## config.mk

```make
export PLATFORM = sky130hd
export DESIGN_NAME = cpg_front
export DESIGN_NICKNAME = d
export VERILOG_FILES = /design/src/design/cpg_pkg.sv /design/src/design/cpg_front.sv
export SDC_FILE = /design/constraint.sdc
export NUM_CORES = 1
export LEC_CHECK = 0
export BUFFER_PORTS_ARGS = -buffer_cell sky130_fd_sc_hd__buf_2
export CAP_MARGIN = 25
export CORE_UTILIZATION = 45
export CTS_CLUSTER_DIAMETER = 80
export DETAILED_ROUTE_END_ITERATION = 6
export PLACE_DENSITY = 0.7
export SLEW_MARGIN = 20
export SYNTH_ARGS = -nofsm -noshare
export SYNTH_HDL_FRONTEND = slang
export SYNTH_SLANG_ARGS = --single-unit
```

## constraint.sdc

```tcl
create_clock -name aclk -period 10.01 [get_ports aclk]
set_input_delay 2.002 -clock aclk [delete_from_list [all_inputs] [get_ports aclk]]
set_output_delay 2.002 -clock aclk [all_outputs]
set_load 0.005 [all_outputs]
```

## src/design/cpg_pkg.sv

```systemverilog
// Shared types, constants and the CORDIC angle table of the circle point generator.
package cpg_pkg;

    // Default widths and queue depth
    localparam int PHASE_BITS_DEF  = 32;
    localparam int RADIUS_BITS_DEF = 16;
    localparam int QUEUE_DEPTH_DEF = 4;

    // Configuration port
    localparam int CFG_INDEX_BITS = 2;
    localparam int CFG_DATA_BITS  = 32;
    localparam int INDEX_BITS     = 16;
    localparam int COUNT_BITS     = 16;

    // CORDIC constants: angles in binary turns, 32-bit angle word
    localparam int ANGLE_BITS   = 32;
    localparam int Z_BITS       = 34;
    localparam int CORDIC_ITERS = 30;
    localparam int FRAC_BITS    = 30;
    localparam logic [30:0] CORDIC_GAIN_Q30 = 31'd652032874;

    typedef enum logic [CFG_INDEX_BITS-1:0] {
        REG_RADIUS      = 2'd0,
        REG_PHASE_STEP  = 2'd1,
        REG_START_PHASE = 2'd2,
        REG_POINT_COUNT = 2'd3
    } cfg_reg_t;

    // Per-point control that rides along with the phase
    typedef struct packed {
        logic [INDEX_BITS-1:0] index;
        logic                  last;
    } cpg_ctl_t;

    localparam logic [ANGLE_BITS-1:0] ATAN_TURNS [CORDIC_ITERS] = '{
        32'h20000000, 32'h12E4051E, 32'h09FB385B, 32'h051111D4, 32'h028B0D43,
        32'h0145D7E1, 32'h00A2F61E, 32'h00517C55, 32'h0028BE53, 32'h00145F2F,
        32'h000A2F98, 32'h000517CC, 32'h00028BE6, 32'h000145F3, 32'h0000A2FA,
        32'h0000517D, 32'h000028BE, 32'h0000145F, 32'h00000A30, 32'h00000518,
        32'h0000028C, 32'h00000146, 32'h000000A3, 32'h00000051, 32'h00000029,
        32'h00000014, 32'h0000000A, 32'h00000005, 32'h00000003, 32'h00000001
    };

endpackage

```

## src/design/cpg_front.sv

```systemverilog
// Front end: accepts ticks, runs the phase accumulator and point counter.
module cpg_front import cpg_pkg::*; #(
    parameter int PHASE_BITS = PHASE_BITS_DEF
) (
    input  logic                  aclk,
    input  logic                  aresetn,
    input  logic                  tick_valid,
    input  logic                  tick_restart,
    output logic                  tick_ready,
    input  logic [PHASE_BITS-1:0] phase_step,
    input  logic [PHASE_BITS-1:0] start_phase,
    input  logic [COUNT_BITS-1:0] point_count,
    input  logic                  q_full,
    output logic                  q_push,
    output logic [PHASE_BITS-1:0] q_phase,
    output cpg_ctl_t              q_ctl
);

    logic [PHASE_BITS-1:0] acc_reg, acc_next;
    logic [INDEX_BITS-1:0] cnt_reg, cnt_next;
    logic [PHASE_BITS-1:0] cur_phase;
    logic [INDEX_BITS-1:0] cur_cnt;
    logic [COUNT_BITS-1:0] count;
    logic                  last;

    assign tick_ready = !q_full;
    assign q_push     = tick_valid && tick_ready;

    // Point of this transaction; a restart reloads before computing
    always_comb begin
        cur_phase = tick_restart ? start_phase : acc_reg;
        cur_cnt   = tick_restart ? '0 : cnt_reg;
        count     = (point_count == '0) ? COUNT_BITS'(1) : point_count;
        last      = ({1'b0, cur_cnt} + 17'd1) >= {1'b0, count};
        q_phase     = cur_phase;
        q_ctl.index = cur_cnt;
        q_ctl.last  = last;
    end

    // Advance or wrap to the start of the run
    always_comb begin
        acc_next = acc_reg;
        cnt_next = cnt_reg;
        if (q_push) begin
            if (last) begin
                acc_next = start_phase;
                cnt_next = '0;
            end else begin
                acc_next = cur_phase + phase_step;
                cnt_next = cur_cnt + INDEX_BITS'(1);
            end
        end
    end

    always_ff @(posedge aclk) begin
        if (!aresetn) begin
            acc_reg <= '0;
            cnt_reg <= '0;
        end else begin
            acc_reg <= acc_next;
            cnt_reg <= cnt_next;
        end
    end

endmodule

```

* Word-level counts from Yosys, hierarchy flattened
Cells that the tools add are included.
** Storage, ports and cells
- Flip-flop bits (word level) :: 48
- Bits in latches :: 0
- Bits in writable memories :: 0
- ROM bits :: 0
- Input port bits :: 85
- Output and inout port bits :: 51
- Logic and storage cells :: 14
- Memories :: 0
** Operators by class
- Add/subtract/negate cells :: 3
- Multiply operators :: 0
- Div/mod/pow operators :: 0
- Magnitude comparators :: 1
- Eq/ne operators :: 0
- Shifts and indexed selects :: 0
- Mux-type cells :: 5
- Bitwise gates (word level) :: 0
- Reduce and logical (&&, ||, !) cells :: 3
** Operators by type and width (number)
- $mux W32 :: 2
- $mux W16 :: 3
- $add A32 B32 Y32 :: 1
- $add A16 B1 Y17 const B :: 1
- $ge A17 B16 Y1 :: 1
- $add A16 B1 Y16 const B :: 1
- $logic_not A16 Y1 :: 1
- $logic_and A1 B1 Y1 :: 1
- $logic_not A1 Y1 :: 1

* Depth between registers and ports, before layout
Gate-level depths: netlist of run 1.
- Word-level depth :: 4
- Mapped depth :: 21
- Mapped depth without buffers :: 16

* Worst setup path after synthesis of run 1
No wires, ideal clock.
- Path kind :: input to output
- Start point :: in tick_restart
- End point :: out q_ctl[0] (netlist name)
- Data arrival time :: 5.686 ns
- Required time :: 8.008 ns
- Slack :: 2.322 ns
- Stages :: 20
- Buffers on the path :: 8
- Cells stage by stage :: buf_2 buf_1 clkbuf_1 nor2b_1 ha_1 nand4_1 or4_4 buf_6 or3_1 a21oi_1 ha_1 nand4_1 o41ai_1 a211oi_1 o21a_1 buf_6 inv_6 buf_12 buf_6 buf_4
** RTL lines
- start, declared :: RTL line cpg_front.sv:8 : input logic tick_restart,
- end, declared :: RTL line cpg_front.sv:16 : output cpg_ctl_t q_ctl

==> results of run 1 <==
through the flow:
step	hold WS (ns)	power [mW]	std cells	utilization (%)	area (um^2)
2_1_floorplan	0.429	0.387	643	-	4970
3_3_place_gp	0.442	0.453	891	52.5	5670
3_5_place_dp	0.451	0.459	891	52.5	5670
4_1_cts	0.464	0.624	898	53.7	5790
5_1_grt	0.478	0.661	898	53.7	5790
6_report	0.462	0.624	898	53.7	5790
critical path: cells and delay by family:
| kind | cells | cell delay (ns) |
|---|---|---|
| AOI/OAI and AO/OA | 4 | 0.91 |
| adders and majority gates | 2 | 0.45 |
| buffers and inverters | 4 | 1.01 |
| and+or+nand+nor | 5 | 1.46 |
synthesized netlist by cell type, types with 13 or more instances:
master | number | area share, %
a211oi_1 | 16 | 2.4
a21o_1 | 18 | 2.7
a21oi_1 | 50 | 5.0
clkbuf_1 | 15 | 1.1
dfxtp_1 | 48 | 19
ha_1 | 48 | 12
inv_1 | 28 | 2.1
mux2_2 | 31 | 7.0
nand2_1 | 62 | 4.7
nand3_1 | 25 | 2.5
nor2_1 | 52 | 3.9
nor2b_1 | 25 | 3.1
nor3_1 | 17 | 1.7
o21ai_0 | 31 | 3.1
xnor2_1 | 13 | 2.3
xor2_1 | 21 | 3.7
per-layer routing:
| metal | GRT usage, % | vias up | part of all wire (%) | wire [um] |
|---|---|---|---|---|
| li1 | - | 2572 | - | - |
| met1 | 31.7 | 2438 | 45 | 6360 |
| met2 | 43.2 | 161 | 48 | 6830 |
| met3 | 2.55 | 20 | 5.6 | 789 |
| met4 | 6.46 | 0 | 1.6 | 227 |
| met5 | 0 | - | 0 | 0 |
layout make-up:
type / instances / share of cell area [%]
Inverter: 30 / 2.03
Sequential cell: 48 / 16.6
Multi-Input combinational cell: 534 / 64.0
Clock inverter: 2 / 1.04
Clock buffer: 5 / 1.19
Tap cell: 140 / 3.02
Timing Repair Buffer: 139 / 12.2
where the power goes:
part / total [mW] / internal [mW] / switching, mW
Sequential: 0.208 / 0.202 / 0.00555
Combinational: 0.250 / 0.111 / 0.139
Clock: 0.165 / 0.0984 / 0.0671
cell families after synthesis:
kind of cell    count (synthesis)
buf+inv                        61
simple gates                  231
mux                            36
fa+ha+maj                      49
flops                          48
compound gates                183
xor+xnor                       35
layout by cell type (no fill, tap or decap), types with 4 or more instances in the layout:
cell,Yosys,layout
nand4_1,10,10
o21a_1,6,6
o2111ai_1,4,4
mux2i_1,5,5
nor2_1,52,52
a21o_1,18,18
mux2_2,31,31
o211ai_1,11,11
a21oi_1,50,50
nor4_1,4,4
a31oi_1,6,6
inv_1,28,28
buf_4,3,4
nand3_1,25,25
and2_1,11,11
a211oi_1,16,16
ha_1,48,48
o211a_1,4,4
a21boi_0,6,6
xor2_1,21,21
nor3_1,17,17
buf_2,2,135
dfxtp_1,48,48
o21ai_0,31,31
nor2b_1,25,25
clkbuf_8,0,5
and3_1,8,8
xnor2_1,13,13
or3_1,4,4
nand2_1,62,62
final timing paths:
check / from / to
worst max register to register: cnt_reg[0] / acc_reg[30]
worst max-delay path: tick_restart / q_ctl[0]
worst min-delay path: acc_reg[13] / acc_reg[13]
worst min register to register: acc_reg[13] / acc_reg[13]
==> flow_summary.json, run 1 <==
{
  "outcome": "completed",
  "cts_buffer_depth": 2,
  "async_flop_share_pct": 0,
  "drc": 0,
  "drt-initial-drc-count": 276,
  "postRouteWirelength_um": 14200,
  "ant_nets": 0,
  "clockRootBuffer": "clkbuf_8",
  "power.density_nw_per_um2": 108,
  "nNetsFinal": 892,
  "period_minus_slack_ns": 7.86,
  "netlist_area_um2": 4970,
  "final-setup-viol-count": 0,
  "cts.sinks": 48,
  "ys_warn_count": 0,
  "max_stage_delay_ns": 0.55,
  "wire_per_inst_um": 15.8,
  "cts_setup_buffers": 0,
  "dieArea_um2": 11500,
  "regArea_um2": 961,
  "hold_buffers": 0,
  "drive_gt1_share_pct": 24.8,
  "n_fill_cell": 1015,
  "synth-seq-cells": 48,
  "initial_core_util_pct": 46.1,
  "synth_top_family_by_area": "compound AO/OA/AOI/OAI gates",
  "core_area_um2": 10800,
  "n_antenna_cell": 0,
  "min_path_cells": 2,
  "track_usage_pct": 24.5,
  "largest_reg_flops": 32,
  "synth-simple-area-share_pct": 22.9,
  "port_buffers": 135,
  "synthCells": 643,
  "synth_nets": 777,
  "hold_viol": 0,
  "cap_viol_max_count": 0,
  "cp.required_ns": 8.01,
  "clock.fmax_mhz": 127,
  "antenna_found_initial": 0,
  "worst_pin_slew_ns": 0.781,
  "path_cells": "buf_2 > nor2b_1 > ha_1 > nand4_1 > or4_4 > or3_1 > a21oi_1 > ha_1 > nand4_1 > o41ai_1 > a211oi_1 > o21a_1 > buf_4 > inv_6 > buf_2",
  "synthDistinctLibCells": 70,
  "hpwl_um": 10700,
  "routed-via-count": 5191,
  "critPathArrivalTime_ns": 5.85,
  "rows": 38,
  "synth-edff-count": 0,
  "tritoncts": "done",
  "first_pass_iters": 6,
  "synth_flop_cell": "dfxtp_1",
  "worstSetupEndpointType": "output pin",
  "finalCritPeriodShare_pct": 78.5,
  "gp_congestion": 0.886,
  "rsz0062_at_grt": "false",
  "synthAdderAreaFrac_pct": 12.5,
  "yosysSeqAreaShare_pct": 19.3,
  "multi_input_area_um2": 3710,
  "grt_overflow": 0,
  "synth_xor_area_share_pct": 6.47,
  "worstHoldPathType": "flip-flop to flip-flop",
  "worstRegToRegCells": 16,
  "die_x_um": 107,
  "avgSynthCellArea_um2": 7.73,
  "ir_drop_uv": 77.3,
  "grt_pass1_vias": 4917,
  "clk_latency_ns": 0.30,
  "rrSetupSlack_ns": 5.62,
  "grt_pass1_wl_um": 22800,
  "h-tree-depth": 2,
  "tns_ns": 0,
  "layout_setup_ws_ns": 2.15,
  "start_kind": "input pin",
  "pin_count": 136,
  "viasPerCell": 5.78,
  "syn_to_final_growth_pct": 16.5,
  "drv_slew": 0,
  "dieHeight_um": 107,
  "slowest_stage": "or4_4",
  "clock_skew_ns": 0.00667,
  "path_clk_slew_ns": 0.09,
  "criticalPathCategory": "input pin to output pin",
  "power_leakage_nw": 2.83,
  "path_max_fanout": 50,
  "cts-resized-gates": 0,
  "place_ws_ns": 2.16,
  "max-slew-margin-rel_pct": 47.7,
  "synthMuxAreaShare_pct": 8.03,
  "grt_max_degree": 56,
  "cts_buffers": 5,
  "synth_compound_area_share_pct": 24.6
}
Note: power is estimated with default switching activity, not from simulation.
==> run 2: changes to the inputs <==
--- a/config.mk
+++ b/config.mk
@@ -5,12 +5,13 @@
 export SDC_FILE = /design/constraint.sdc
 export NUM_CORES = 1
 export LEC_CHECK = 0
+export ABC_AREA = 1
 export BUFFER_PORTS_ARGS = -buffer_cell sky130_fd_sc_hd__buf_2
 export CAP_MARGIN = 25
 export CORE_UTILIZATION = 45
 export CTS_CLUSTER_DIAMETER = 80
 export DETAILED_ROUTE_END_ITERATION = 6
-export PLACE_DENSITY = 0.7
+export PLACE_DENSITY = 0.69
 export SLEW_MARGIN = 20
 export SYNTH_ARGS = -nofsm -noshare
 export SYNTH_HDL_FRONTEND = slang
==> constraint.sdc (replaced) <==
create_clock -name aclk -period 8.2 [get_ports aclk]
set_input_delay 1.64 -clock aclk [delete_from_list [all_inputs] [get_ports aclk]]
set_output_delay 1.64 -clock aclk [all_outputs]
set_load 0.005 [all_outputs]
==> run 2 against run 1 <==
Compared with the run above: routed wire length rose by 24%; clock skew fell by 0.0017 ns; die area is 18% higher; design area increased by 17%; critical path type unchanged.
==> flow_summary.json, run 2 <==
{
  "core_area_um2": 12700,
  "synth-simple-area-share_pct": 45.9,
  "multi_input_area_um2": 4140,
  "grt_most_used_layer": "met2",
  "layout_setup_ws_ns": 1.38,
  "power_leakage_nw": 3.87,
  "hpwl_um": 14300,
  "cts_buffers": 5,
  "start_kind": "input pin",
  "yosysSeqAreaShare_pct": 16.3,
  "pin_count": 136,
  "critPathArrivalTime_ns": 5.18,
  "clock.fmax_mhz": 147,
  "initial_core_util_pct": 46.4,
  "cts-resized-gates": 0,
  "worst_pin_slew_ns": 0.630,
  "drive_gt1_share_pct": 14.9,
  "dieArea_um2": 13600,
  "tritoncts": "done",
  "synth_nets": 1190,
  "wire_per_inst_um": 13.1,
  "synth.top_cell.area_share_pct": 27.5,
  "p_switching_uw": 306,
  "synthCells": 1056,
  "grt_max_degree": 59,
  "netlist_area_um2": 5900,
  "hold_viol": 0,
  "clockRootBuffer": "clkbuf_16",
  "r2r-start": "cnt_reg[2]",
  "h-tree-depth": 2,
  "rsz0062_at_grt": "false",
  "postLayoutCellArea_um2": 6790,
  "n_fill_cell": 1390,
  "synth_xor_area_share_pct": 3.71,
  "ys_warn_count": 0,
  "viasPerCell": 4.89,
  "outcome": "completed",
  "n_antenna_cell": 0,
  "synth_flop_cell": "dfxtp_1",
  "synthTopCellsByCount": "432 x nand2_1, 164 x inv_1, 72 x a21oi_1",
  "synth_top_family_by_area": "simple AND/OR/NAND/NOR gates",
  "hp-start": "acc_reg[1]",
  "synth.top_cells.by_area": "nand2_1 27%, dfxtp_1 16%, inv_1 10%",
  "tns_ns": 0,
  "routed-via-count": 6565,
  "final_cells": 1343,
  "synth-seq-cells": 48,
  "postRouteWirelength_um": 17600,
  "async_flop_share_pct": 0,
  "drt-initial-drc-count": 504,
  "synth-edff-count": 0,
  "clk_latency_ns": 0.28,
  "die_x_um": 117,
  "grt_overflow": 0,
  "clockPowerShare_pct": 25.7,
  "nNetsFinal": 1305,
  "rows": 41,
  "gp_congestion": 0.915,
  "cp.required_ns": 6.56,
  "synthDistinctLibCells": 40,
  "total_power_uw": 812,
  "mostFrequentLayoutCells": "431 x nand2_1, 164 x inv_1, 135 x buf_2, 72 x a21oi_1, 70 x nor2_1",
  "finalCritPeriodShare_pct": 83.2,
  "ir_drop_uv": 79.3,
  "cts.sinks": 48,
  "path_max_fanout": 58,
  "place_ws_ns": 1.42,
  "period_minus_slack_ns": 6.82,
  "avgSynthCellArea_um2": 5.59,
  "crit_start": "tick_restart",
  "antenna_found_initial": 0,
  "worstSetupEndpointType": "output pin",
  "cts_buffer_depth": 2,
  "dieHeight_um": 117,
  "p_sw_share_pct": 37.7,
  "synthAdderAreaFrac_pct": 10.5,
  "drc": 0,
  "max-slew-margin-rel_pct": 57.9,
  "power.density_nw_per_um2": 119,
  "seqPwrFrac_pct": 31.2,
  "synthMuxAreaShare_pct": 0,
  "use_met2_pct": 42.4,
  "yosysMostFrequentCell": "nand2_1",
  "worstHoldPathType": "flip-flop to flip-flop",
  "port_buffers": 135,
  "final-setup-viol-count": 0,
  "syn_to_final_growth_pct": 15.2,
  "grt_pass1_wl_um": 27700,
  "path_clk_slew_ns": 0.06,
  "synth_compound_area_share_pct": 9.99,
  "fin_util_pct": 53.4,
  "regArea_um2": 961,
  "ant_nets": 0,
  "final_common_cell": "nand2_1",
  "cap_viol_max_count": 0,
  "hold_buffers": 0,
  "use_met3_pct": 2.65,
  "grt_use_met1_pct": 36.9,
  "intPower_uw": 506,
  "clock_skew_ns": 0.00496,
  "whs_ns": 0.462,
  "grt_pass1_vias": 5706,
  "track_usage_pct": 26.0,
  "first_pass_iters": 5,
  "drv_slew": 0,
  "placed_cell_area_um2": 6640,
  "yosysTopAreaCell": "nand2_1",
  "criticalPathCategory": "input pin to output pin",
  "largest_reg_flops": 32,
  "p_comb_share_pct": 43.1,
  "cts_setup_buffers": 0,
  "placed_cells": 1336
}
## run 2: changes by cell type after synthesis, moves of 22 or more
cell / delta
a21oi_1: +22
nor2b_1: -25
mux2_2: -31
nand2_1: +370
nand3_1: +35
inv_1: +136
## run 2: layer usage
layer | up-vias | wire length (um)
li1 | 3518 | -
met1 | 2815 | 8610
met2 | 213 | 7760
met3 | 19 | 892
met4 | 0 | 306
met5 | - | 0
## run 2: critical path: stages
cell and delay [ns]:
buf_2 0.29, inv_4 0.47, nand2_1 0.22, nor2_1 0.17, nand2_1 0.10, nand3b_1 0.22
xor2_1 0.27, ha_1 0.28, nand2_1 0.06, inv_1 0.05, nand2_1 0.07, nor2_1 0.06
a21oi_1 0.12, nand2_1 0.06, nand2_1 0.06, nand2_1 0.06, nand2_2 0.47, nand2_8 0.26
buf_2 0.21
## run 2: kinds of logic after synthesis
logic type,Yosys count
AOI/OAI and AO/OA,112
xor gates and xnor gates,25
adders and majority gates,49
buffers and inverters,197
DFF,48
and+or+nand+nor,625
## run 2: worst paths after layout
check                     to  slack [ns]  cells after the start
hold / removal    acc_reg[1]        0.46                      2
hold reg to reg   acc_reg[1]        0.46                      2
setup / recovery    q_ctl[0]        1.38                     19
setup reg to reg  cnt_reg[0]        4.30                     22
## run 2: cell type report
type | count | area share [%]
clock buffers | 7 | 2.25
multi-input cells | 811 | 60.9
repair buffers | 138 | 10.3
flip-flops and latches | 48 | 14.1
inverters | 167 | 9.26
well taps | 172 | 3.17
## run 2: power by group through the flow
stage          Clock [mW]  Combinational (mW)  Sequential [mW]
6_report            0.208               0.350            0.254
5_1_grt             0.223               0.395            0.255
4_1_cts             0.214               0.348            0.253
3_5_place_dp            0               0.347            0.259
3_3_place_gp            0               0.345            0.258
2_1_floorplan           0               0.242            0.257
