File: src/design/cpg_pkg.sv
// Shared types, constants and the CORDIC angle table of the circle point generator.
package cpg_pkg;

    // Default widths and queue depth
    localparam int PHASE_BITS_DEF  = 32;
    localparam int RADIUS_BITS_DEF = 16;
    localparam int QUEUE_DEPTH_DEF = 4;

    // Configuration port
    localparam int CFG_INDEX_BITS = 2;
    localparam int CFG_DATA_BITS  = 32;
    localparam int INDEX_BITS     = 16;
    localparam int COUNT_BITS     = 16;

    // CORDIC constants: angles in binary turns, 32-bit angle word
    localparam int ANGLE_BITS   = 32;
    localparam int Z_BITS       = 34;
    localparam int CORDIC_ITERS = 30;
    localparam int FRAC_BITS    = 30;
    localparam logic [30:0] CORDIC_GAIN_Q30 = 31'd652032874;

    typedef enum logic [CFG_INDEX_BITS-1:0] {
        REG_RADIUS      = 2'd0,
        REG_PHASE_STEP  = 2'd1,
        REG_START_PHASE = 2'd2,
        REG_POINT_COUNT = 2'd3
    } cfg_reg_t;

    // Per-point control that rides along with the phase
    typedef struct packed {
        logic [INDEX_BITS-1:0] index;
        logic                  last;
    } cpg_ctl_t;

    localparam logic [ANGLE_BITS-1:0] ATAN_TURNS [CORDIC_ITERS] = '{
        32'h20000000, 32'h12E4051E, 32'h09FB385B, 32'h051111D4, 32'h028B0D43,
        32'h0145D7E1, 32'h00A2F61E, 32'h00517C55, 32'h0028BE53, 32'h00145F2F,
        32'h000A2F98, 32'h000517CC, 32'h00028BE6, 32'h000145F3, 32'h0000A2FA,
        32'h0000517D, 32'h000028BE, 32'h0000145F, 32'h00000A30, 32'h00000518,
        32'h0000028C, 32'h00000146, 32'h000000A3, 32'h00000051, 32'h00000029,
        32'h00000014, 32'h0000000A, 32'h00000005, 32'h00000003, 32'h00000001
    };

endpackage

File: src/design/cpg_fifo.sv
// Short queue of pending points between front end and CORDIC pipeline.
module cpg_fifo import cpg_pkg::*; #(
    parameter int WIDTH = 8,
    parameter int DEPTH = QUEUE_DEPTH_DEF
) (
    input  logic             aclk,
    input  logic             aresetn,
    input  logic             push,
    input  logic [WIDTH-1:0] push_data,
    input  logic             pop,
    output logic [WIDTH-1:0] pop_data,
    output logic             full,
    output logic             empty
);

    localparam int PTR_W = (DEPTH > 1) ? $clog2(DEPTH) : 1;
    localparam int CNT_W = $clog2(DEPTH + 1);

    logic [WIDTH-1:0] mem_reg [DEPTH];
    logic [PTR_W-1:0] wr_ptr_reg, wr_ptr_next;
    logic [PTR_W-1:0] rd_ptr_reg, rd_ptr_next;
    logic [CNT_W-1:0] cnt_reg, cnt_next;

    assign full     = (cnt_reg == CNT_W'(DEPTH));
    assign empty    = (cnt_reg == '0);
    assign pop_data = mem_reg[rd_ptr_reg];

    // Pointer and fill count update
    always_comb begin
        wr_ptr_next = wr_ptr_reg;
        rd_ptr_next = rd_ptr_reg;
        cnt_next    = cnt_reg;
        if (push) begin
            wr_ptr_next = (wr_ptr_reg == PTR_W'(DEPTH - 1)) ? '0 : wr_ptr_reg + PTR_W'(1);
        end
        if (pop) begin
            rd_ptr_next = (rd_ptr_reg == PTR_W'(DEPTH - 1)) ? '0 : rd_ptr_reg + PTR_W'(1);
        end
        if (push && !pop) begin
            cnt_next = cnt_reg + CNT_W'(1);
        end else if (pop && !push) begin
            cnt_next = cnt_reg - CNT_W'(1);
        end
    end

    always_ff @(posedge aclk) begin
        if (!aresetn) begin
            wr_ptr_reg <= '0;
            rd_ptr_reg <= '0;
            cnt_reg    <= '0;
        end else begin
            wr_ptr_reg <= wr_ptr_next;
            rd_ptr_reg <= rd_ptr_next;
            cnt_reg    <= cnt_next;
        end
    end

    always_ff @(posedge aclk) begin
        if (push) begin
            mem_reg[wr_ptr_reg] <= push_data;
        end
    end

endmodule

File: config.mk
export PLATFORM = sky130hd
export DESIGN_NAME = cpg_fifo
export DESIGN_NICKNAME = d
export VERILOG_FILES = /design/src/design/cpg_pkg.sv /design/src/design/cpg_fifo.sv
export SDC_FILE = /design/constraint.sdc
export NUM_CORES = 1
export LEC_CHECK = 0
export BUFFER_PORTS_ARGS = -buffer_cell sky130_fd_sc_hd__buf_4
export CORE_UTILIZATION = 40
export CTS_BUF_LIST = sky130_fd_sc_hd__clkbuf_8
export CTS_CLUSTER_SIZE = 14
export DETAILED_ROUTE_END_ITERATION = 10
export PLACE_DENSITY_LB_ADDON = 0.3
export SYNTH_ARGS = -nofsm -noshare
export SYNTH_HDL_FRONTEND = slang
export SYNTH_SLANG_ARGS = --single-unit
File: constraint.sdc
create_clock -name aclk -period 1.9 [get_ports aclk]
set_clock_uncertainty 0.2 [all_clocks]
set_input_delay 0.19 -clock aclk [delete_from_list [all_inputs] [get_ports aclk]]
set_output_delay 0.19 -clock aclk [all_outputs]
set_load 0.02 [all_outputs]
== Yosys cells after proc, flatten, opt, wreduce, memory -nomap -nowiden ==
Memory sizes are Yosys's and may differ from the RTL's. A register that Yosys moved wholly into a read port is not among the register bits.
Cells that the tools add are included.
Cells by class
  add/sub/neg operators: 4
  $mul: 0
  divide/modulo/power cells: 0
  magnitude comparators: 0
  eq/ne operators: 3
  shifts and indexed selects: 0
  mux-type cells: 8
  bitwise logic cells: 0
  reduce and logical (&&, ||, !) cells: 6
Operator list (number)
  two-way mux 2 bit: 4
  two-way mux 3 bit: 2
  adder 2 x 1 -> 2 bit, second input constant: 2
  equality test 2 bit, second input constant: 2
  adder 3 x 1 -> 3 bit, second input constant: 1
  equality test 3 bit, second input constant: 1
  logical NOT 3 bit: 1
  subtractor 3 x 1 -> 3 bit, second input constant: 1
  logical AND 1 bit: 2
  logical NOT 1 bit: 2
  two-way mux 1 bit: 2
  nonzero test 2 bit: 1
Word-level totals
  flip-flop bits (word level): 7
  latch bits: 0
  bits in writable memories: 32
  ROM bits: 0
  word-level logic and storage cells: 25
  memories: 1
Memories
  mem_reg: words 4, bits a word 8, rd ports 1, clocked after memory_dff 1, wr ports 1, line cpg_fifo.sv:19  | logic [WIDTH-1:0] mem_reg [DEPTH];

== Depth between registers and ports, before layout ==
Gate-level depths: netlist of run 1.
  depth after elaboration: 4
  gate-level depth with buffers: 7
  mapped depth without buffers: 7

== Worst setup path after synthesis of run 1 ==
Ideal clock, no wire load.
  kind: in2reg
  start point: input port pop
  end point: register cnt_reg[2]
  setup time: 0.070 ns
  data arrival time: 1.383 ns
  path slack: 0.247 ns
  cell stages on the path: 7
  buffers on the path: 0
  cells stage by stage: inv_1 > ha_1 > inv_1 > fa_1 > xor2_1 > or3_1 > a21boi_1
Between the ends
  longest elaborated chain between the ends: 3
  elaborated cells between the ends (all ways): 5
RTL lines
  from (decl): line cpg_fifo.sv:10  | input logic pop,
  logical NOT 1 bit: line cpg_fifo.sv:39  | if (push && !pop) begin
  logical AND 1 bit: line cpg_fifo.sv:39
  two-way mux 3 bit / nonzero test 2 bit (equally long branches)
  to (signal assigned): line cpg_fifo.sv:54  | cnt_reg <= cnt_next;
  to (decl): line cpg_fifo.sv:22  | logic [CNT_W-1:0] cnt_reg, cnt_next;
Several ways; a longest one is shown, not always the timed one.
A chain may end at the register's enable or synchronous reset.

==> results of run 1 <==
cell type report:
class | instances | area [sq um]
clock buffer | 5 | 68.82
clock inverter | 3 | 38.79
fill | 311 | 1740
inverter | 4 | 15.01
multi-input combinational | 39 | 442.9
sequential | 41 | 1142
tap | 48 | 60.06
timing repair buffer | 31 | 262.8
worst max path at each step:
stage,start,to,slack [ns]
global route,flop,pop_data[0],0.006
global placement,pop,cnt_reg[2],0.08
finish,flop,pop_data[0],0.06
detailed placement,pop,cnt_reg[2],-0.02
CTS,flop,pop_data[3],0.02
floorplan,pop,cnt_reg[2],0.25
cell families (layout without fill, tap and decap cells):
family,count (synthesis),after routing,synth area share
AO/OA/AOI/OAI,3,3,0.01239
XOR/XNOR,2,2,0.01085
adder cells (fa/ha/maj),7,7,0.05887
buffers and inverters,6,43,0.01936
flip-flops,41,41,0.7064
multiplexers,12,12,0.1363
AND/OR/NAND/NOR,15,15,0.05577
power groups by stage:
stage	combinational, mW	clock [mW]	sequential, mW
2_1_floorplan	0.170	0	1.06
3_3_place_gp	0.258	0	1.07
3_5_place_dp	0.268	0	1.07
4_1_cts	0.285	0.668	1.05
5_1_grt	0.309	0.697	1.06
6_report	0.279	0.651	1.05
stage by stage:
step                        util  area, sq um  hold slack (ns)  setup WS (ns)  setup TNS, ns
final                     0.5385         2031          0.04084        0.05555              0
after global routing      0.5385         2031          0.05760       0.005722              0
after CTS                 0.5372         2026          0.03450        0.01698              0
after detailed placement  0.4837         1824           0.1955       -0.01755       -0.01755
after global placement    0.4837         1824           0.1894        0.08402              0
after floorplan                -         1615          0.08887         0.2473              0
cell usage after synthesis:
cell	count	share of area
and2_1	5	0.019
o21a_1	1	0.0046
mux2i_1	4	0.025
clkbuf_2	1	0.0031
dfxtp_1	9	0.11
xnor2_1	1	0.0054
edfxtp_1	32	0.59
o21ai_0	1	0.0031
mux4_2	8	0.11
xor2_1	1	0.0054
fa_1	1	0.012
inv_1	4	0.0093
buf_6	1	0.0070
a21boi_1	1	0.0046
nor3_1	2	0.0062
or3_1	1	0.0039
nor3b_1	1	0.0046
ha_1	6	0.046
nor2_1	1	0.0023
nor2b_1	5	0.019
layer usage:
metal  vias to the layer above  global-route usage  share of wire  wire length, microns
li1                        398                   -              -                     -
met1                       395              0.1524           0.42                  1019
met2                        17              0.2410           0.52                  1257
met3                         8             0.04340          0.040                    97
met4                         0             0.07337          0.023                    57
met5                         -                   0              0                     0
tightest hold or removal path: cells and delay by family:
| kind | cells | cell delay, ns |
|---|---|---|
| AND/OR/NAND/NOR | 1 | 0.10 |
| multiplexers | 1 | 0.08 |
| buffers and inverters | 1 | 0.13 |
timing repair:
item                                    in CTS  in global routing
hold buffers                                 9                  0
hold endpoints to repair                    39                  0
resized for setup                            1                  2
endpoints found under the setup margin       5                  6
==> results.py, run 1 <==
metrics = {
    "timing": {
        "post-route-min-period_ns": 1.844,
        "rsz0062_at_grt": "no",
        "drv_slew": 0,
        "finalCritPeriodShare": 0.9708,
        "worst_pin_slew_ns": 0.4313,
        "fmax_mhz": 542.2,
        "setup_viol": 0,
        "relSlewSlack": 0.7125,
        "hold_viol": 0,
    },
    "setup_path": {
        "slowest_delay_ns": 0.52,
        "rrSetupSlack_ns": 0.23,
        "critical-path-slowest-cell": "mux4_2",
        "arrival_ns": 1.45,
        "path_cells": "buf_8 -> mux4_2 -> buf_4",
        "r2r-end": "cnt_reg[2]",
        "critPathRequiredTime_ns": 1.51,
        "regToRegStartpoint": "cnt_reg[0]",
        "path_buf_inv": 2,
        "ff2ff_path_depth": 4,
        "critPathMaxFanout": 8,
        "endpoint_kind": "output pin",
        "cp_num_cells": 3,
        "path_class": "reg -> out",
        "start_kind": "flop",
        "crit_family": "multiplexers",
    },
    "min_path": {
        "hold_path.startpoint": "push",
        "holdPathEnd": "wr_ptr_reg[1]",
        "hold_path_depth": 3,
        "worstHoldPathType": "in -> reg",
    },
    "synth": {
        "synth.avg_cell_area_sq_um": 18.78,
        "ys_warn_count": 0,
        "synth-seq-cells": 41,
        "synth_cell_types": 20,
        "synthCells": 86,
        "syn-num-nets": 105,
        "ys_seq_area_frac": 0.7064,
        "syn_area_sq_um": 1615,
    },
    "clock_tree": {
        "cts-root-buf": "clkbuf_8",
        "cts_sinks": 41,
        "clock_latency_ns": 0.28,
        "cts.reportedPaths.clkPinSlew_ns": 0.07,
        "cts_buffers": 5,
        "clockBufferDepth": 2,
        "cts_tree": "built",
        "cts_setup_buffers": 0,
        "cts_max_level": 2,
    },
    "pwr": {
        "power.static_leakage_nw": 0.7540,
        "finalPower_mw": 1.983,
        "switchingPower_mw": 0.4319,
        "pwr-share-clk": 0.328,
        "power_density_nw_per_um2": 976.3,
        "ir_drop_mv": 0.3292,
        "pwr-share-comb": 0.141,
        "seq_power_share": 0.531,
        "p_int_mw": 1.551,
        "sw_frac_of_total": 0.2179,
    },
    "floorplanning": {
        "io_pins": 22,
        "start_util": 0.4283,
        "row_count": 22,
        "dieHeight_microns": 65.55,
        "die_area_sq_um": 4296,
        "core_sq_um": 3771,
        "die_width_microns": 65.55,
    },
    "finish": {
        "drive_gt1_frac": 0.3089,
        "final_common_cell": "edfxtp_1",
        "nNetsFinal": 141,
        "n_antenna_cell": 0,
        "final_cells": 171,
        "area_growth_pct": 25.72,
        "largest_reg_flops": 32,
        "final_cell_mix": "edfxtp_1, buf_4, dlygate4sd3_1, mux4_2, dfxtp_1",
    },
    "routing": {
        "drt_wl_total_mm": 2.431,
        "dr.pass1.iters": 3,
        "vias": 818,
        "drt_iter0_drc": 12,
        "drc": 0,
        "detail_route.wl_per_cell_microns": 14.22,
        "viasPerCell": 4.784,
        "ant_nets": 0,
    },
    "placement": {
        "numPlacedInstances": 154,
        "gpl.final_weighted_congestion": 0.6846,
        "port_buffers": 21,
    },
    "run": {
        "maxCapViolCount": 0,
    },
    "global_route": {
        "antenna_found_initial": 0,
        "grt_pass1_vias": 900,
        "grt_first_pass_wirelength_mm": 4.140,
        "gr-total-overflow": 0,
        "grt_usage": 0.1396,
        "grt_max_degree": 14,
    },
    "outcome": {
        "status": "complete, no violations",
    },
}
No activity file was read; power rests on OpenSTA's default activity.
==> run 2: changes to the inputs <==
--- a/config.mk
+++ b/config.mk
@@ -5,12 +5,14 @@
 export SDC_FILE = /design/constraint.sdc
 export NUM_CORES = 1
 export LEC_CHECK = 0
+export ABC_AREA = 1
 export BUFFER_PORTS_ARGS = -buffer_cell sky130_fd_sc_hd__buf_4
 export CORE_UTILIZATION = 40
 export CTS_BUF_LIST = sky130_fd_sc_hd__clkbuf_8
 export CTS_CLUSTER_SIZE = 14
 export DETAILED_ROUTE_END_ITERATION = 10
 export PLACE_DENSITY_LB_ADDON = 0.3
+export RECOVER_POWER = 50
 export SYNTH_ARGS = -nofsm -noshare
 export SYNTH_HDL_FRONTEND = slang
 export SYNTH_SLANG_ARGS = --single-unit
==> run 2 against run 1 <==
Critical path type unchanged. Highest routed layer unchanged. Count of clock-buffer cells in the layout unchanged. Cell count increased by 29%. Via count increased by 33%. Non-clock buffer count unchanged.
==> results.py, run 2 <==
metrics = {
    "routing": {
        "dr.pass1.iters": 4,
        "detail_route.wl_per_cell_microns": 13.30,
        "drt_wl_total_mm": 2.925,
        "drc": 0,
        "viasPerCell": 4.932,
        "ant_nets": 0,
        "vias": 1085,
        "drt_iter0_drc": 33,
    },
    "synth": {
        "ys_top_cells_by_area": "edfxtp_1, dfxtp_1, nor2_1, ha_1, o21ai_0",
        "synthXorXnorAreaFrac": 0.005303,
        "synth-simple-area-share": 0.09470,
        "synthCells": 135,
        "synth_compound_area_frac": 0.1015,
        "yosysTopAreaCell": "edfxtp_1",
        "synth.most_common_cell": "edfxtp_1",
        "synth_top_family_by_area": "compound AO/OA/AOI/OAI gates",
        "ys_seq_area_frac": 0.6909,
        "synth_cell_types": 19,
        "synth-seq-cells": 41,
        "syn_area_sq_um": 1652,
        "synthMuxAreaShare": 0,
        "syn-num-nets": 154,
        "synth_ff_type": "edfxtp_1",
        "synth_edf_count": 32,
        "synth.avg_cell_area_sq_um": 12.23,
        "synth_fa_ha_area_frac": 0.05758,
        "ys_warn_count": 0,
        "synth_top_area_frac": 0.5818,
        "synthArstFlopShare": 0,
        "ys_top_cells_by_count": "edfxtp_1, nor2_1, inv_1, o21ai_0, dfxtp_1",
    },
    "placement": {
        "port_buffers": 21,
        "gpl.final_weighted_congestion": 0.7340,
        "post-dp-hpwl_mm": 1.979,
        "placed_cell_area_sq_um": 1854,
    },
    "timing": {
        "tns_ns": 0,
        "hold_viol": 0,
        "rsz0062_at_grt": "no",
        "fmax_mhz": 566.7,
        "setup_viol": 0,
        "post-route-min-period_ns": 1.764,
        "finalCritPeriodShare": 0.9287,
        "worst_pin_slew_ns": 0.3931,
        "drv_slew": 0,
        "relSlewSlack": 0.7377,
    },
    "global_route": {
        "grt_max_degree": 17,
        "grt_first_pass_wirelength_mm": 4.823,
        "grt_usage": 0.1520,
        "gr-total-overflow": 0,
        "grt_pass1_vias": 1086,
        "antenna_found_initial": 0,
    },
    "pwr": {
        "ir_drop_mv": 0.5465,
        "power_density_nw_per_um2": 925.3,
        "sw_frac_of_total": 0.2530,
        "pwr-share-clk": 0.280,
        "switchingPower_mw": 0.4662,
        "pwr-share-comb": 0.149,
        "power.static_leakage_nw": 0.7840,
        "seq_power_share": 0.570,
        "p_int_mw": 1.377,
    },
    "finish": {
        "nNetsFinal": 190,
        "final_cell_mix": "edfxtp_1, nor2_1, inv_1, o21ai_0, buf_4",
        "largest_reg_flops": 32,
        "n_antenna_cell": 0,
        "multiInputGateArea_sq_um": 427.9,
        "drive_gt1_frac": 0.1512,
        "area_growth_pct": 20.61,
        "final_area_sq_um": 1992,
        "fillerInstances": 349,
        "final-seq-area_sq_um": 1144,
        "final_common_cell": "edfxtp_1",
    },
    "floorplanning": {
        "row_count": 22,
        "core_sq_um": 3799,
        "die_width_microns": 66.26,
        "start_util": 0.4348,
        "die_area_sq_um": 4390,
        "dieHeight_microns": 66.26,
        "io_pins": 22,
    },
    "setup_path": {
        "slowest_delay_ns": 0.38,
        "path_cells": "inv_2 -> nor2_1 -> o22ai_1 -> buf_4",
        "endpoint_kind": "output pin",
        "path_class": "reg -> out",
        "arrival_ns": 1.37,
        "critical-path-slowest-cell": "dfxtp_2",
        "critPathRequiredTime_ns": 1.51,
        "critPathMaxFanout": 16,
        "crit_family": "buffers and inverters",
        "path_buf_inv": 2,
        "start_kind": "flop",
    },
    "clock_tree": {
        "clock_latency_ns": 0.28,
        "clockBufferDepth": 2,
        "cts_tree": "built",
        "cts_setup_buffers": 0,
        "cts_buffers": 5,
        "cts-root-buf": "clkbuf_8",
        "cts_max_level": 2,
        "cts_sinks": 41,
        "cts.reportedPaths.clkPinSlew_ns": 0.07,
    },
    "outcome": {
        "status": "complete, no violations",
    },
    "min_path": {
        "worstHoldPathType": "in -> reg",
    },
    "run": {
        "maxCapViolCount": 0,
    },
}
[run 2: cell count changes in the layout (fill, tap and decap cells not counted), sizes merged, moves of 8 or more]
| cell | previous run | this run |
|---|---|---|
| nand2 | 0 | 8 |
| mux4 | 8 | 0 |
| o21ai | 1 | 19 |
| nor2 | 1 | 24 |
| inv | 5 | 17 |
| o22ai | 0 | 8 |
| buf | 22 | 12 |
| clkbuf | 5 | 15 |
[run 2: power by group through the flow]
stage | sequential (mW) | clock, mW | combinational, mW
floorplan | 1.06 | 0 | 0.171
global placement | 1.07 | 0 | 0.265
detailed placement | 1.07 | 0 | 0.277
CTS | 1.05 | 0.530 | 0.293
global route | 1.06 | 0.565 | 0.308
finish | 1.05 | 0.517 | 0.275
[run 2: area by class of cell]
| class | instances | share of cell area |
|---|---|---|
| Sequential cell | 41 | 0.5741 |
| Multi-Input combinational cell | 76 | 0.2148 |
| Timing Repair Buffer | 31 | 0.1093 |
| Clock buffer | 5 | 0.03455 |
| Inverter | 16 | 0.03015 |
| Tap cell | 48 | 0.03015 |
| Clock inverter | 3 | 0.006910 |
[run 2: tightest hold or removal path, cell delays in order]
cell and delay, ns:
buf_4 0.09, inv_1 0.06, nor2_1 0.08, nor2_1 0.07
[run 2: timing repair]
item | 4_1_cts | 5_1_grt
resized for setup | 1 | 1
setup endpoints to repair | 3 | 7
hold endpoints to repair | 36 | 0
hold buffers | 9 | 0
[run 2: final timing paths]
path / startpoint / to / slack [ns] / cells past startpoint
setup / recovery: flop / pop_data[7] / 0.14 / 4
hold / removal: pop / flop / 0.05 / 4
setup reg to reg: wr_ptr_reg[0] / mem_reg[2][7] / 0.43 / 4
hold reg to reg: wr_ptr_reg[1] / wr_ptr_reg[1] / 0.33 / 2
[run 2: cells by family (layout without fill, tap and decap cells)]
family,after synthesis,after routing
xor+xnor,1,1
compound gates,30,30
buf+inv,18,55
flops,41,41
simple gates,38,38
fa+ha+maj,7,7
[run 2: stage by stage]
step	hold WS [ns]	power (mW)	cells	util	setup slack [ns]
after global placement	0.1903	1.332	203	0.4881	0.3030
final	0.05187	1.843	220	0.5244	0.1355
after floorplan	0.08887	1.232	135	-	0.4594
after CTS	0.05197	1.873	220	0.5339	0.04231
after global routing	0.08452	1.931	220	0.5244	0.008353
after detailed placement	0.1920	1.347	203	0.4881	0.2118
[run 2: per-layer routing]
metal,GRT usage,vias to the layer above,share of wire
met2,0.2819,20,0.54
li1,-,541,-
met3,0.03793,2,0.035
met1,0.1713,522,0.42
met5,0,-,0
met4,0.03989,0,0.0021
